[config.mk]
export PLATFORM = sky130hd
export DESIGN_NAME = stuffed_link_receive_deframer
export DESIGN_NICKNAME = d
export VERILOG_FILES = /design/src/design/sldf_pkg.sv /design/src/design/sldf_front.sv /design/src/design/sldf_queue.sv /design/src/design/sldf_back.sv /design/src/design/stuffed_link_receive_deframer.sv
export SDC_FILE = /design/constraint.sdc
export NUM_CORES = 1
export LEC_CHECK = 0
export ABC_AREA = 1
export BUFFER_PORTS_ARGS = -buffer_cell sky130_fd_sc_hd__buf_2
export CAP_MARGIN = 20
export CORE_UTILIZATION = 60
export CTS_CLUSTER_SIZE = 8
export DETAILED_ROUTE_END_ITERATION = 16
export PLACE_DENSITY_LB_ADDON = 0.25
export SYNTH_ARGS = -nofsm -noshare
export SYNTH_HDL_FRONTEND = slang
export SYNTH_SLANG_ARGS = --single-unit
[constraint.sdc]
create_clock -name i_clk -period 4.1 [get_ports i_clk]
set_input_delay 0.205 -clock i_clk [delete_from_list [all_inputs] [get_ports i_clk]]
set_output_delay 0.205 -clock i_clk [all_outputs]
set_load 0.005 [all_outputs]
[src/design/sldf_pkg.sv]
`default_nettype none

package sldf_pkg;

    localparam int unsigned BYTE_W = 8;
    localparam int unsigned CNT_W  = 16;
    localparam int unsigned CFG_W  = 16;
    localparam int unsigned REPLY_W = 3;

    localparam logic [CNT_W-1:0] CNT_MAX = {CNT_W{1'b1}};

    // register indexes on the configuration port
    localparam int unsigned CFG_IDX_W = 3;
    localparam logic [CFG_IDX_W-1:0] REG_MAX_BLOCK  = 3'd0;
    localparam logic [CFG_IDX_W-1:0] REG_CTS_LIMIT  = 3'd1;
    localparam logic [CFG_IDX_W-1:0] REG_END_CODE   = 3'd2;
    localparam logic [CFG_IDX_W-1:0] REG_ESC_CODE   = 3'd3;
    localparam logic [CFG_IDX_W-1:0] REG_PAD_CODE   = 3'd4;
    localparam logic [CFG_IDX_W-1:0] REG_CMD_PREFIX = 3'd5;
    localparam logic [CFG_IDX_W-1:0] REG_EVT_PREFIX = 3'd6;
    localparam logic [CFG_IDX_W-1:0] REG_CTS_CODE   = 3'd7;

    // in-band commands and events
    localparam logic [BYTE_W-1:0] RESET_COMMAND          = 8'd1;
    localparam logic [BYTE_W-1:0] PING_COMMAND           = 8'd4;
    localparam logic [BYTE_W-1:0] RECV_BUF_RESET_COMMAND = 8'd2;
    localparam logic [BYTE_W-1:0] RESET_EVENT            = 8'd1;

    // reply event codes
    localparam logic [REPLY_W-1:0] REPLY_NONE      = 3'd0;
    localparam logic [REPLY_W-1:0] REPLY_RESET     = 3'd1;
    localparam logic [REPLY_W-1:0] REPLY_PING      = 3'd2;
    localparam logic [REPLY_W-1:0] REPLY_BUF_FULL  = 3'd3;
    localparam logic [REPLY_W-1:0] REPLY_TOO_LONG  = 3'd4;

    // queue between the classifier and the counter stage
    localparam int unsigned QDEPTH = 2;
    localparam int unsigned QAW    = (QDEPTH > 1) ? $clog2(QDEPTH) : 1;
    localparam int unsigned QCW    = $clog2(QDEPTH + 1);

    typedef struct packed {
        logic [BYTE_W-1:0] end_code;
        logic [BYTE_W-1:0] escape_code;
        logic [BYTE_W-1:0] pad_code;
        logic [BYTE_W-1:0] command_prefix;
        logic [BYTE_W-1:0] event_prefix;
        logic [BYTE_W-1:0] cts_code;
    } t_codes;

    // one classified byte, as handed from front to back
    typedef struct packed {
        logic [BYTE_W-1:0]  rx_byte;
        logic               cts_sent;    // clear received count first
        logic               count;       // byte counts towards CTS
        logic               clr_rsc;     // clear received count last
        logic               clr_blk;     // clear block count
        logic               store;       // data byte goes to the store
        logic               held;        // data byte refused, store full
        logic               end_marker;
        logic               command_valid;
        logic               event_valid;
        logic               cts_received;
        logic [REPLY_W-1:0] reply;       // reply from front; too-long added in back
        logic               link_ready;
    } t_op;

endpackage

`default_nettype wire

[src/design/sldf_front.sv]
`default_nettype none

module sldf_front (
    input  wire logic                          i_clk,
    input  wire logic                          i_rst_n,
    input  wire logic                          i_accept,
    input  wire logic [sldf_pkg::BYTE_W-1:0]   i_rx_byte,
    input  wire logic                          i_buffer_full,
    input  wire logic                          i_cts_was_sent,
    input  wire sldf_pkg::t_codes              i_codes,
    output sldf_pkg::t_op                      o_op
);

    logic r_esc, r_cmd, r_evt, r_rr;
    logic n_esc, n_cmd, n_evt, n_rr;
    logic is_data;

    always_comb begin
        o_op          = '0;
        o_op.rx_byte  = i_rx_byte;
        o_op.cts_sent = i_cts_was_sent;
        o_op.reply    = sldf_pkg::REPLY_NONE;
        n_esc   = r_esc;
        n_cmd   = r_cmd;
        n_evt   = r_evt;
        n_rr    = r_rr;
        is_data = 1'b0;

        if (r_cmd) begin
            o_op.count         = 1'b1;
            o_op.command_valid = 1'b1;
            n_cmd              = 1'b0;
            if (i_rx_byte == sldf_pkg::RESET_COMMAND) begin
                n_rr         = 1'b0;
                n_esc        = 1'b0;
                n_evt        = 1'b0;
                o_op.clr_blk = 1'b1;
                o_op.clr_rsc = 1'b1;
                o_op.reply   = sldf_pkg::REPLY_RESET;
            end else if (i_rx_byte == sldf_pkg::RECV_BUF_RESET_COMMAND) begin
                o_op.clr_blk = 1'b1;
            end else if (i_rx_byte == sldf_pkg::PING_COMMAND) begin
                o_op.reply = sldf_pkg::REPLY_PING;
            end
        end else if (r_evt) begin
            o_op.count       = 1'b1;
            o_op.event_valid = 1'b1;
            n_evt            = 1'b0;
            if (i_rx_byte == sldf_pkg::RESET_EVENT) begin
                o_op.clr_rsc = !r_rr;
                n_rr         = 1'b1;
            end
        end else if (r_esc) begin
            is_data = 1'b1;
        end else if (i_rx_byte == i_codes.end_code) begin
            o_op.count      = 1'b1;
            o_op.end_marker = 1'b1;
            o_op.clr_blk    = 1'b1;
        end else if (i_rx_byte == i_codes.escape_code) begin
            o_op.count = 1'b1;
            n_esc      = 1'b1;
        end else if (i_rx_byte == i_codes.pad_code) begin
            o_op.count = 1'b1;
        end else if (i_rx_byte == i_codes.command_prefix) begin
            o_op.count = 1'b1;
            n_cmd      = 1'b1;
        end else if (i_rx_byte == i_codes.event_prefix) begin
            o_op.count = 1'b1;
            n_evt      = 1'b1;
        end else if (i_rx_byte == i_codes.cts_code) begin
            o_op.count        = 1'b1;
            o_op.cts_received = 1'b1;
        end else begin
            is_data = 1'b1;
        end

        if (is_data) begin
            if (r_rr && i_buffer_full) begin
                // refused: nothing moves, escape stays pending
                o_op.held  = 1'b1;
                o_op.reply = sldf_pkg::REPLY_BUF_FULL;
            end else begin
                o_op.count = 1'b1;
                o_op.store = r_rr;
                n_esc      = 1'b0;
            end
        end

        o_op.link_ready = n_rr;
    end

    always_ff @(posedge i_clk) begin
        if (!i_rst_n) begin
            r_esc <= 1'b0;
            r_cmd <= 1'b0;
            r_evt <= 1'b0;
            r_rr  <= 1'b0;
        end else if (i_accept) begin
            r_esc <= n_esc;
            r_cmd <= n_cmd;
            r_evt <= n_evt;
            r_rr  <= n_rr;
        end
    end

    // at most one prefix can be outstanding
    a_one_pending: assert property (@(posedge i_clk) disable iff (!i_rst_n)
        $onehot0({r_esc, r_cmd, r_evt}))
        else $error("more than one prefix pending");

    a_held_keeps_state: assert property (@(posedge i_clk) disable iff (!i_rst_n)
        (i_accept && o_op.held) |=> $stable({r_esc, r_cmd, r_evt, r_rr}))
        else $error("refused byte changed front state");

    a_reset_cmd_drops_link: assert property (@(posedge i_clk) disable iff (!i_rst_n)
        (i_accept && o_op.command_valid && o_op.reply == sldf_pkg::REPLY_RESET)
        |=> !r_rr)
        else $error("reset command left link ready");

endmodule

`default_nettype wire

[src/design/sldf_queue.sv]
`default_nettype none

module sldf_queue (
    input  wire logic          i_clk,
    input  wire logic          i_rst_n,
    input  wire logic          i_push,
    input  wire sldf_pkg::t_op i_op,
    output logic               o_full,
    input  wire logic          i_pop,
    output logic               o_valid,
    output sldf_pkg::t_op      o_op
);

    sldf_pkg::t_op                 r_mem [sldf_pkg::QDEPTH];
    logic [sldf_pkg::QAW-1:0]      r_wptr, r_rptr;
    logic [sldf_pkg::QCW-1:0]      r_cnt;

    localparam logic [sldf_pkg::QCW-1:0] DEPTH_C = sldf_pkg::QCW'(sldf_pkg::QDEPTH);
    localparam logic [sldf_pkg::QAW-1:0] LAST_C  = sldf_pkg::QAW'(sldf_pkg::QDEPTH - 1);

    assign o_full  = (r_cnt == DEPTH_C);
    assign o_valid = (r_cnt != '0);
    assign o_op    = r_mem[r_rptr];

    always_ff @(posedge i_clk) begin
        if (i_push) begin
            r_mem[r_wptr] <= i_op;
        end
    end

    always_ff @(posedge i_clk) begin
        if (!i_rst_n) begin
            r_wptr <= '0;
            r_rptr <= '0;
            r_cnt  <= '0;
        end else begin
            if (i_push) begin
                r_wptr <= (r_wptr == LAST_C) ? '0 : r_wptr + 1'b1;
            end
            if (i_pop) begin
                r_rptr <= (r_rptr == LAST_C) ? '0 : r_rptr + 1'b1;
            end
            case ({i_push, i_pop})
                2'b10:   r_cnt <= r_cnt + 1'b1;
                2'b01:   r_cnt <= r_cnt - 1'b1;
                default: r_cnt <= r_cnt;
            endcase
        end
    end

    a_no_overflow: assert property (@(posedge i_clk) disable iff (!i_rst_n)
        i_push |-> !o_full)
        else $error("queue overflow");

    a_no_underflow: assert property (@(posedge i_clk) disable iff (!i_rst_n)
        i_pop |-> o_valid)
        else $error("queue underflow");

    a_count_range: assert property (@(posedge i_clk) disable iff (!i_rst_n)
        r_cnt <= DEPTH_C)
        else $error("queue count out of range");

endmodule

`default_nettype wire

[src/design/sldf_back.sv]
`default_nettype none

module sldf_back (
    input  wire logic                           i_clk,
    input  wire logic                           i_rst_n,
    input  wire logic                           i_q_valid,
    input  wire sldf_pkg::t_op                  i_op,
    output logic                                o_pop,
    input  wire logic [sldf_pkg::CNT_W-1:0]     i_max_block_size,
    input  wire logic [sldf_pkg::CNT_W-1:0]     i_local_cts_limit,
    output logic                                o_valid,
    input  wire logic                           i_ready,
    output logic                                o_consumed,
    output logic                                o_data_valid,
    output logic [sldf_pkg::BYTE_W-1:0]         o_data_byte,
    output logic                                o_end_marker,
    output logic                                o_command_valid,
    output logic [sldf_pkg::BYTE_W-1:0]         o_command_value,
    output logic                                o_event_valid,
    output logic [sldf_pkg::BYTE_W-1:0]         o_event_value,
    output logic                                o_cts_received,
    output logic [sldf_pkg::REPLY_W-1:0]        o_reply_event,
    output logic                                o_cts_due,
    output logic                                o_link_ready
);

    logic [sldf_pkg::CNT_W-1:0] r_blk, r_rsc;
    logic [sldf_pkg::CNT_W-1:0] n_blk, n_rsc;
    logic [sldf_pkg::CNT_W-1:0] rsc_base, rsc_inc;
    logic                       lim_on;
    logic [sldf_pkg::REPLY_W-1:0] n_reply;

    logic                          r_valid;
    logic                          r_consumed, r_data_valid, r_end_marker;
    logic                          r_command_valid, r_event_valid, r_cts_received;
    logic                          r_cts_due, r_link_ready;
    logic [sldf_pkg::BYTE_W-1:0]   r_data_byte, r_command_value, r_event_value;
    logic [sldf_pkg::REPLY_W-1:0]  r_reply_event;

    assign o_pop  = i_q_valid && (!r_valid || i_ready);
    assign lim_on = (i_local_cts_limit != '0);

    always_comb begin
        rsc_base = i_op.cts_sent ? '0 : r_rsc;
        rsc_inc  = (i_op.count && lim_on && rsc_base != sldf_pkg::CNT_MAX)
                 ? sldf_pkg::CNT_W'(rsc_base + 1'b1) : rsc_base;
        n_rsc    = i_op.clr_rsc ? '0 : rsc_inc;

        if (i_op.clr_blk) begin
            n_blk = '0;
        end else if (i_op.store && r_blk != sldf_pkg::CNT_MAX) begin
            n_blk = sldf_pkg::CNT_W'(r_blk + 1'b1);
        end else begin
            n_blk = r_blk;
        end

        n_reply = i_op.reply;
        if (i_op.store && i_max_block_size != '0 && n_blk > i_max_block_size) begin
            n_reply = sldf_pkg::REPLY_TOO_LONG;
        end
    end

    always_ff @(posedge i_clk) begin
        if (!i_rst_n) begin
            r_valid <= 1'b0;
            r_blk   <= '0;
            r_rsc   <= '0;
        end else begin
            if (o_pop) begin
                r_valid <= 1'b1;
                r_blk   <= n_blk;
                r_rsc   <= n_rsc;
            end else if (i_ready) begin
                r_valid <= 1'b0;
            end
        end
    end

    always_ff @(posedge i_clk) begin
        if (o_pop) begin
            r_consumed      <= !i_op.held;
            r_data_valid    <= i_op.store;
            r_data_byte     <= i_op.store ? i_op.rx_byte : '0;
            r_end_marker    <= i_op.end_marker;
            r_command_valid <= i_op.command_valid;
            r_command_value <= i_op.command_valid ? i_op.rx_byte : '0;
            r_event_valid   <= i_op.event_valid;
            r_event_value   <= i_op.event_valid ? i_op.rx_byte : '0;
            r_cts_received  <= i_op.cts_received;
            r_reply_event   <= n_reply;
            r_cts_due       <= lim_on && (n_rsc >= i_local_cts_limit);
            r_link_ready    <= i_op.link_ready;
        end
    end

    assign o_valid         = r_valid;
    assign o_consumed      = r_consumed;
    assign o_data_valid    = r_data_valid;
    assign o_data_byte     = r_data_byte;
    assign o_end_marker    = r_end_marker;
    assign o_command_valid = r_command_valid;
    assign o_command_value = r_command_value;
    assign o_event_valid   = r_event_valid;
    assign o_event_value   = r_event_value;
    assign o_cts_received  = r_cts_received;
    assign o_reply_event   = r_reply_event;
    assign o_cts_due       = r_cts_due;
    assign o_link_ready    = r_link_ready;

    a_refused_is_full: assert property (@(posedge i_clk) disable iff (!i_rst_n)
        (r_valid && !r_consumed) |-> (r_reply_event == sldf_pkg::REPLY_BUF_FULL))
        else $error("refused byte without buffer-full reply");

    a_store_needs_link: assert property (@(posedge i_clk) disable iff (!i_rst_n)
        (r_valid && r_data_valid) |-> (r_link_ready && r_consumed))
        else $error("data stored while link not ready");

    a_rsc_off_when_no_limit: assert property (@(posedge i_clk) disable iff (!i_rst_n)
        (i_local_cts_limit == '0 && $past(i_local_cts_limit) == '0
         && $past(i_rst_n) && $past(r_rsc) == '0) |-> (r_rsc == '0))
        else $error("received count moved with counting disabled");

endmodule

`default_nettype wire

[src/design/stuffed_link_receive_deframer.sv]
`default_nettype none

// Receive deframer for a byte-stuffed serial link with in-band flow control.
//
// Input channel (i_valid / o_ready): one received link byte per request, with
// the downstream store's full flag and a "local CTS just sent" strobe.
// Output channel (o_valid / i_ready): exactly one result per input request:
// consumed flag, data byte for the store, end marker, command, event, CTS
// received, reply event, CTS due and link ready.
// Configuration: i_cfg_we writes i_cfg_data to the register at i_cfg_idx in
// the same cycle; write only while no request is in flight.
//
// The result of an accepted request is written into the queue, then into the
// output register, from which it can be taken. Throughput: one request per
// cycle while the receiver takes results. The front classifier updates the
// escape/command/event flags and link-ready; the back stage updates the block
// and received counters; a two-entry queue sits between them.
// Reset (synchronous, active low) clears all flags and counters, empties the
// queue and the output register, and loads the default codes.
// When the receiver stalls, the output register holds its result, the queue
// fills, and o_ready drops once both queue entries are taken.
// A refused data byte (consumed low) must be offered again by the sender.

module stuffed_link_receive_deframer (
    input  wire logic                              i_clk,
    input  wire logic                              i_rst_n,
    // configuration
    input  wire logic                              i_cfg_we,
    input  wire logic [sldf_pkg::CFG_IDX_W-1:0]    i_cfg_idx,
    input  wire logic [sldf_pkg::CFG_W-1:0]        i_cfg_data,
    // input requests
    input  wire logic                              i_valid,
    output logic                                   o_ready,
    input  wire logic [sldf_pkg::BYTE_W-1:0]       i_rx_byte,
    input  wire logic                              i_buffer_full,
    input  wire logic                              i_cts_was_sent,
    // result requests
    output logic                                   o_valid,
    input  wire logic                              i_ready,
    output logic                                   o_consumed,
    output logic                                   o_data_valid,
    output logic [sldf_pkg::BYTE_W-1:0]            o_data_byte,
    output logic                                   o_end_marker,
    output logic                                   o_command_valid,
    output logic [sldf_pkg::BYTE_W-1:0]            o_command_value,
    output logic                                   o_event_valid,
    output logic [sldf_pkg::BYTE_W-1:0]            o_event_value,
    output logic                                   o_cts_received,
    output logic [sldf_pkg::REPLY_W-1:0]           o_reply_event,
    output logic                                   o_cts_due,
    output logic                                   o_link_ready
);

    // configuration registers
    logic [sldf_pkg::CNT_W-1:0] r_max_block_size;
    logic [sldf_pkg::CNT_W-1:0] r_local_cts_limit;
    sldf_pkg::t_codes           r_codes;

    // front / queue / back wiring
    logic          accept;
    logic          q_full;
    logic          q_valid;
    logic          q_pop;
    sldf_pkg::t_op front_op;
    sldf_pkg::t_op head_op;

    always_ff @(posedge i_clk) begin
        if (!i_rst_n) begin
            r_max_block_size       <= '0;
            r_local_cts_limit      <= '0;
            r_codes.end_code       <= 8'd0;
            r_codes.escape_code    <= 8'd1;
            r_codes.pad_code       <= 8'd2;
            r_codes.command_prefix <= 8'd3;
            r_codes.event_prefix   <= 8'd4;
            r_codes.cts_code       <= 8'd5;
        end else if (i_cfg_we) begin
            case (i_cfg_idx)
                sldf_pkg::REG_MAX_BLOCK:  r_max_block_size  <= i_cfg_data;
                sldf_pkg::REG_CTS_LIMIT:  r_local_cts_limit <= i_cfg_data;
                sldf_pkg::REG_END_CODE:   r_codes.end_code  <= i_cfg_data[sldf_pkg::BYTE_W-1:0];
                sldf_pkg::REG_ESC_CODE: begin
                    r_codes.escape_code <= i_cfg_data[sldf_pkg::BYTE_W-1:0];
                end
                sldf_pkg::REG_PAD_CODE:   r_codes.pad_code  <= i_cfg_data[sldf_pkg::BYTE_W-1:0];
                sldf_pkg::REG_CMD_PREFIX: begin
                    r_codes.command_prefix <= i_cfg_data[sldf_pkg::BYTE_W-1:0];
                end
                sldf_pkg::REG_EVT_PREFIX: begin
                    r_codes.event_prefix <= i_cfg_data[sldf_pkg::BYTE_W-1:0];
                end
                sldf_pkg::REG_CTS_CODE:   r_codes.cts_code  <= i_cfg_data[sldf_pkg::BYTE_W-1:0];
                default: ;
            endcase
        end
    end

    // accept whenever the queue has room; the back drains it independently
    assign o_ready = !q_full;
    assign accept  = i_valid && o_ready;

    sldf_front u_front (
        .i_clk          (i_clk),
        .i_rst_n        (i_rst_n),
        .i_accept       (accept),
        .i_rx_byte      (i_rx_byte),
        .i_buffer_full  (i_buffer_full),
        .i_cts_was_sent (i_cts_was_sent),
        .i_codes        (r_codes),
        .o_op           (front_op)
    );

    sldf_queue u_queue (
        .i_clk   (i_clk),
        .i_rst_n (i_rst_n),
        .i_push  (accept),
        .i_op    (front_op),
        .o_full  (q_full),
        .i_pop   (q_pop),
        .o_valid (q_valid),
        .o_op    (head_op)
    );

    sldf_back u_back (
        .i_clk             (i_clk),
        .i_rst_n           (i_rst_n),
        .i_q_valid         (q_valid),
        .i_op              (head_op),
        .o_pop             (q_pop),
        .i_max_block_size  (r_max_block_size),
        .i_local_cts_limit (r_local_cts_limit),
        .o_valid           (o_valid),
        .i_ready           (i_ready),
        .o_consumed        (o_consumed),
        .o_data_valid      (o_data_valid),
        .o_data_byte       (o_data_byte),
        .o_end_marker      (o_end_marker),
        .o_command_valid   (o_command_valid),
        .o_command_value   (o_command_value),
        .o_event_valid     (o_event_valid),
        .o_event_value     (o_event_value),
        .o_cts_received    (o_cts_received),
        .o_reply_event     (o_reply_event),
        .o_cts_due         (o_cts_due),
        .o_link_ready      (o_link_ready)
    );

endmodule

`default_nettype wire
==> qor_table.md, run 1 <==
| Parameter | This run | Unit |
|---|---|---|
| Yosys warnings | 0 | - |
| Final clock skew | 9.404 | ps |
| Power density over the cells | 632.7 | nW/um^2 |
| Sum of negative setup slack | 0 | ps |
| Crit Path Category | reg -> reg | - |
| Die area | 17,180 | sq um |
| Critical register-to-register path endpoint | u_back.o_reply_event[1] | - |
| Initial core utilization | 0.6226 | - |
| Vias in the first global route | 7,418 | - |
| Maximum fanout along the worst path | 11 | - |
| Data required, critical path | 4270 | ps |
| R2r worst-path depth | 19 | - |
| Clk sinks | 199 | - |
| Number of antenna violations at the first check in global routing | 1 | - |
| RSZ-0062 raised after global routing | false | - |
| Multiplexer fraction of the synthesized cell area | 0.01001 | - |
| Max-cap violation count | 0 | - |
| Row count | 46 | - |
| Reg-to-Reg Start | u_back.r_blk[0] | - |
| Setup crit end kind | flop | - |
| Type of the tightest min-delay check | in -> reg | - |
| Combinational group share of total power | 0.355 | - |
| Worst-Margin Slew | 1107 | ps |
| Final Slew Violations | 0 | - |
| Endpoint with the worst hold slack | r_local_cts_limit[8] | - |
| Number of synthesized register bits | 199 | - |
| Total count of hold-check failures in the final report | 0 | - |
| Post-route DRC | 0 | - |
| Horizontal die dimension | 131.1 | um |
| Post-place instance area | 10,470 | sq um |
| CTS max path bufs | 2 | - |
| Area of all placed cells without fillers | 11,060 | sq um |
| TritonCTS clock tree | built | - |
| Leading cell types by total area after synthesis | dfxtp_1 24%, edfxtp_1 23%, nand2_1 7.1% | - |
| Run status | completed | - |
| Total global routing track utilization | 0.2821 | - |
| Data arrival time of the worst path | 3830 | ps |
| Sw Share | 0.3850 | - |
| Final clock period utilization by the worst path | 0.8927 | - |
| Mapped cell area | 9998 | sq um |
| DPL Wire Length | 16,300 | um |
| Y dimension of the die | 131.1 | um |
| Yosys top cell area share | 0.2443 | - |
| Number of ports placed on the die boundary | 71 | - |
| Fraction of the mapped netlist area in compound gates | 0.1334 | - |
| Sequential share of power | 0.413 | - |
| Internal power of the cells | 4305 | uW |
| Category of the worst setup path launch point | flop | - |
| Remaining max-slew budget at the tightest pin | 0.2615 | - |
| Routability Congestion | 0.9045 | - |
| Hold path cells | 3 | - |
| Count of mapped cells out of synthesis | 1,246 | - |
| Count of port buffers added during placement | 70 | - |
| Post-route ant nets | 0 | - |
| Aggregate routed wire length | 23,160 | um |
| Total area of multi-input combinational cells | 4434 | sq um |
| Simple logic cell fraction of the synthesized area | 0.2115 | - |
| Total power consumption of the routed design | 7000 | uW |
| Core box area | 16,060 | sq um |
| First-pass GRT wire length | 36,520 | um |
| Mapped Nets | 1,315 | - |
| First DRT Iteration DRCs | 741 | - |
| Final setup fails | 0 | - |
| Hold Path Origin | i_cfg_data[8] | - |
| H-tree depth | 4 | - |
| Xor and xnor fraction of the mapped netlist area | 0.04292 | - |
| Area leader, netlist | dfxtp_1 | - |
| Synthesized-area fraction occupied by adder cells | 0.04380 | - |
| Synth Area per Inst | 8.024 | sq um |
| Peak clock frequency supported by timing | 273.2 | MHz |
| Leakage Power | 0.004764 | uW |
| Mean number of vias per cell | 5.471 | - |
| IR Drop Worst-Case VDD | 506.2 | uV |
| Min Clock Period, post-route | 3660 | ps |
| Number of flops mapped to enable cells by yosys | 77 | - |
| Clock latency on the worst-skew pair | 440 | ps |
| CTS Buf Count | 17 | - |
| Number of detailed-route iterations in the first pass | 6 | - |
| Clock network fraction of total power | 0.232 | - |
| Clock-pin slew on the worst setup and hold paths | 70 | ps |
| Clock Tree Root | clkbuf_16 | - |
| Wire length per cell | 15.21 | um |
| Synth unique cells | 47 | - |
| Most used flip-flop cell after synthesis | dfxtp_1 | - |
| Fillers | 1,310 | - |
| Fraction of layout cells with a size suffix above 1 | 0.1080 | - |
| Number of nets at the end of the flow | 1,362 | - |
| Net switching component of the power | 2695 | uW |
| Proportion of register bits with asynchronous set or reset after synthesis | 0 | - |
| Setup slack on the worst flop-to-flop path | 440 | ps |
| Via count of the routed design | 8,333 | - |
| Seq/Total Area, Yosys | 0.4755 | - |
| Remaining Overflow, GRT | 0 | - |
| Largest net degree at the start of global routing | 104 | - |
| Seq. cell area | 4755 | sq um |
| Layout Area Growth over Synthesis | 10.66 | % |
| Largest family of logic cells by synthesized area | simple AND/OR/NAND/NOR gates | - |
[logic make-up (layout without fill, tap and decap cells)]
group / count (synthesis) / in the layout
buffers and inverters: 212 / 272
AO/OA/AOI/OAI: 257 / 257
flip-flops: 199 / 199
adder cells (fa/ha/maj): 35 / 35
other: 0 / 1
XOR/XNOR: 49 / 49
multiplexers: 10 / 10
AND/OR/NAND/NOR: 484 / 484
[how the worst max path moves through the flow]
stage	startpoint	end	slack (ps)	cells after the start
2_1_floorplan	flop	u_back.o_cts_due	1050	23
3_3_place_gp	u_back.r_blk[0]	u_back.o_reply_event[1]	550	19
3_5_place_dp	u_back.r_blk[0]	u_back.o_reply_event[1]	390	19
4_1_cts	u_back.r_blk[0]	u_back.o_reply_event[1]	360	19
5_1_grt	u_back.r_blk[0]	u_back.o_reply_event[1]	170	19
6_report	u_back.r_blk[0]	u_back.o_reply_event[1]	440	19
[cells in the final DEF (no fill, tap or decap), types with 8 or more instances in the layout]
master       n
o21ai_0    131
buf_4        8
a21oi_1    107
nor2_1     168
inv_1      157
nand2_1    187
nand3_1     56
nor3_1      16
mux2i_1     10
ha_1        35
buf_2       70
dfxtp_1    122
xnor2_1     15
nand4_1     20
clkbuf_16   17
edfxtp_1    77
xor2_1      34
[critical path: stages, from the launching register on]
cell	delay (ps)
dfxtp_1	430
ha_1	240
nand3_1	110
nor3_1	280
nand3_1	180
nand2_2	240
inv_1	240
nand2_1	120
nand2_1	50
nand2_1	70
inv_1	50
ha_1	270
nand2_1	60
inv_1	50
nand3_1	80
or3_1	320
inv_1	80
nand2_1	60
a21boi_0	380
a21oi_1	90
[state kept, by name, summed over array words and instances, names as in the netlist, 2 cells and up, named ones only]
signal and count:
r_codes 48, u_queue.r_mem 42, r_local_cts_limit 16, r_max_block_size 16
u_back.r_blk 16, u_back.r_rsc 16, u_back.o_command_value 8, u_back.o_data_byte 8
u_back.o_event_value 8, u_back.o_reply_event 3, u_queue.r_cnt 2
[layer usage]
| layer | vias to the layer above | track usage | wire length, um |
|---|---|---|---|
| met5 | - | 0 | 0 |
| met4 | 0 | 0.09872 | 416 |
| met3 | 39 | 0.05317 | 1352 |
| met2 | 245 | 0.4423 | 10630 |
| met1 | 3847 | 0.3913 | 10760 |
| li1 | 4202 | - | - |
[area by class of cell]
type | instances | share of cell area
Sequential cell | 199 | 0.4297
Multi-Input combinational cell | 835 | 0.4008
Inverter | 160 | 0.05428
Timing Repair Buffer | 80 | 0.03901
Clock buffer | 17 | 0.03845
Tap cell | 216 | 0.02443
Clock inverter | 15 | 0.01312
Antenna cell | 1 | 0.0002262
[stage by stage]
step | hold WS [ps] | util | instances | setup slack (ps)
after floorplan | 303.9 | - | 1246 | 1046
after global placement | 434.7 | 0.6519 | 1488 | 554.0
after detailed placement | 438.3 | 0.6519 | 1488 | 388.8
after CTS | 84.29 | 0.6880 | 1521 | 359.4
after global routing | 126.6 | 0.6889 | 1522 | 167.2
final | 108.4 | 0.6890 | 1523 | 439.9
[timing repair]
item / in CTS / in global routing
endpoints found under the setup margin: 0 / 1
setup buffers: 0 / 0
endpoints found under the hold margin: 2 / 0
hold buffers: 1 / 0
gates resized for setup: 0 / 1
[power groups by stage]
stage,clock network [uW],logic (uW),registers [uW]
finish,1630,2490,2890
global route,1720,2830,2950
CTS,1640,2470,2880
detailed placement,0,2450,2930
global placement,0,2390,2920
floorplan,0,1760,2900
[cells in the mapped netlist (4+ instances only)]
library cell / n
nor3_1: 16
dfxtp_1: 122
clkbuf_1: 37
edfxtp_1: 77
nor2_1: 170
xor2_1: 34
nand2_1: 188
a21oi_1: 108
nand3_1: 56
buf_2: 7
nor4_1: 6
xnor2_1: 15
nor2_4: 5
mux2i_1: 10
nand4_1: 20
o21ai_0: 131
ha_1: 35
inv_1: 157
or2_2: 4
No activity file was read; power rests on OpenSTA's default activity.
==> inputs of run 2 (changes only) <==
--- a/config.mk
+++ b/config.mk
@@ -8,7 +8,7 @@
 export ABC_AREA = 1
 export BUFFER_PORTS_ARGS = -buffer_cell sky130_fd_sc_hd__buf_2
 export CAP_MARGIN = 20
-export CORE_UTILIZATION = 60
+export CORE_UTILIZATION = 65
 export CTS_CLUSTER_SIZE = 8
 export DETAILED_ROUTE_END_ITERATION = 16
 export PLACE_DENSITY_LB_ADDON = 0.25
==> constraint.sdc (replaced) <==
create_clock -name i_clk -period 4.7 [get_ports i_clk]
set_input_delay 0.235 -clock i_clk [delete_from_list [all_inputs] [get_ports i_clk]]
set_output_delay 0.235 -clock i_clk [all_outputs]
set_load 0.005 [all_outputs]
==> qor_table.md, run 2 (synthesized netlist as in run 1, its figures left out) <==
| Parameter | This run | Unit |
|---|---|---|
| Run status | completed | - |
| Number of nets at the end of the flow | 1,357 | - |
| Most frequent cells in the layout | 188 x nand2_1, 168 x nor2_1, 157 x inv_1, 131 x o21ai_0, 122 x dfxtp_1 | - |
| RSZ-0062 raised after global routing | false | - |
| Largest stage delay on the critical path | 450 | ps |
| Final clock period utilization by the worst path | 0.8263 | - |
| CTS max path bufs | 2 | - |
| Clock latency on the worst-skew pair | 430 | ps |
| Worst-Margin Slew | 1099 | ps |
| Via count of the routed design | 8,410 | - |
| Total global routing track utilization | 0.3121 | - |
| Total count of hold-check failures in the final report | 0 | - |
| Number of ports placed on the die boundary | 71 | - |
| Post-CTS Resized | 0 | - |
| TritonCTS clock tree | built | - |
| List of cells traversed by the critical path | ha_1, nand3_1, nor3_1, nand3_1, nand2_1, inv_1, nand2_1, nand2_1, nand2_1, inv_1, ha_1, nand2_1, inv_1, nand3_1, or3_1, inv_1, nand2_1, a21boi_0, a21oi_1 | - |
| Sw Share | 0.3894 | - |
| Initial core utilization | 0.6777 | - |
| Data required, critical path | 4860 | ps |
| Register with the highest flop count | r_codes | - |
| Combinational group share of total power | 0.357 | - |
| Die area | 15,880 | sq um |
| Max-cap violation count | 0 | - |
| Wire length per cell | 16.03 | um |
| Power density over the cells | 557.8 | nW/um^2 |
| Largest registers in the final layout | r_codes x48, u_queue.r_mem x42 | - |
| Clock network fraction of total power | 0.229 | - |
| Horizontal die dimension | 126.0 | um |
| Clock-pin slew on the worst setup and hold paths | 80 | ps |
| Count of port buffers added during placement | 70 | - |
| Number of detailed-route iterations in the first pass | 5 | - |
| Crit Path Category | reg -> reg | - |
| Peak clock frequency supported by timing | 257.5 | MHz |
| Aggregate routed wire length | 23,810 | um |
| Area of all placed cells without fillers | 10,970 | sq um |
| Maximum fanout along the worst path | 11 | - |
| Remaining max-slew budget at the tightest pin | 0.2666 | - |
| First-pass GRT wire length | 38,760 | um |
| Core box area | 14,750 | sq um |
| Row count | 44 | - |
| Final hold slack | 39.25 | ps |
| Layout Utilization | 0.7438 | - |
| Final setup fails | 0 | - |
| Sum of negative setup slack | 0 | ps |
| Final clock skew | 9.372 | ps |
| Internal power of the cells | 3738 | uW |
| Max FFs per register | 48 | - |
| Routability Congestion | 0.9280 | - |
| Number of antenna violations at the first check in global routing | 1 | - |
| CP dominant cell by count | nand2_1 | - |
| First DRT Iteration DRCs | 923 | - |
| DR WL met2 | 11,200 | um |
| Setup crit end kind | flop | - |
| Data arrival time of the worst path | 4050 | ps |
| Clock Tree Root | clkbuf_16 | - |
| Routed wire length on met3 | 1558 | um |
| CTS Buf Count | 17 | - |
| CP max stage cell | dfxtp_1 | - |
| Remaining Overflow, GRT | 0 | - |
| Post-route DRC | 0 | - |
| H-tree depth | 4 | - |
| Min Clock Period, post-route | 3884 | ps |
| Y dimension of the die | 126.0 | um |
| Clk sinks | 199 | - |
| Post-route ant nets | 0 | - |
| Met1 layer wirelength in the final routing | 10,690 | um |
| Fraction of layout cells with a size suffix above 1 | 0.1038 | - |
| Sequential share of power | 0.414 | - |
| Number of hold buffers added after cts | 0 | - |
| DPL Wire Length | 16,040 | um |
| Largest net degree at the start of global routing | 104 | - |
| Mean number of vias per cell | 5.663 | - |
| Most frequent standard cell in the layout excluding fill and tap cells | nand2_1 | - |
| Type of the tightest min-delay check | in -> reg | - |
| Net switching component of the power | 2384 | uW |
| # Post-CTS Setup Buffers | 0 | - |
| IR Drop Worst-Case VDD | 426.3 | uV |
| Post-place instance area | 10,410 | sq um |
| Highest Signal Layer | met4 | - |
| Count of inserted antenna diode cells | 0 | - |
| Leakage Power | 0.004729 | uW |
| Layout Area Growth over Synthesis | 9.761 | % |
| Vias in the first global route | 7,778 | - |
| Final Slew Violations | 0 | - |
| Category of the worst setup path launch point | flop | - |
## run 2: cell types whose count changed in the layout (fill, tap and decap cells not counted), sizes merged
cell,change
clkinvlp,+1
buf,-4
diode,-1
dlygate4sd3,-1
inv,-3
clkbuf,+1
clkinv,+1
## run 2: path summary, 6_finish.rpt
kind / startpoint / to / slack (ps) / cells after the start
hold reg to reg: u_queue.r_rptr / u_queue.r_rptr / 460 / 1
setup / recovery: u_back.r_blk[0] / u_back.o_reply_event[1] / 820 / 19
hold / removal: i_cts_was_sent / u_queue.r_mem[1][13] / 40 / 1
setup reg to reg: u_back.r_blk[0] / u_back.o_reply_event[1] / 820 / 19
## run 2: worst max-delay path: cells and delay by family (launching register included)
| kind | cells | cell delay (ps) |
|---|---|---|
| simple gates | 11 | 1670 |
| fa+ha+maj | 2 | 490 |
| buf+inv | 4 | 460 |
| compound gates | 2 | 530 |
| flops | 1 | 450 |
## run 2: layout make-up
| type | instances | area (sq um) |
|---|---|---|
| clock inverter | 14 | 140.1 |
| timing repair buffer | 75 | 387.9 |
| multi-input combinational | 835 | 4432 |
| fill | 1136 | 3780 |
| inverter | 160 | 600.6 |
| clock buffer | 18 | 429.2 |
| sequential | 199 | 4755 |
| tap | 184 | 230.2 |
## run 2: power groups by stage
stage          logic [uW]  registers (uW)  clock network, uW
2_1_floorplan        1530            2530                  0
3_3_place_gp         2070            2550                  0
3_5_place_dp         2120            2560                  0
4_1_cts              2160            2530               1410
5_1_grt              2460            2570               1500
6_report             2180            2530               1400
## run 2: stage by stage
step | power [uW] | setup slack, ps | instances
final | 6122 | 816.3 | 1485
after CTS | 6103 | 868.2 | 1485
after global routing | 6534 | 493.9 | 1485
after detailed placement | 4677 | 937.2 | 1453
after global placement | 4619 | 1075 | 1453
after floorplan | 4060 | 1646 | 1246
## run 2: routing by layer
metal | vias to the layer above | track usage
met5 | - | 0
met4 | 0 | 0.07300
met3 | 36 | 0.05310
met2 | 314 | 0.5158
met1 | 3882 | 0.4301
li1 | 4178 | -
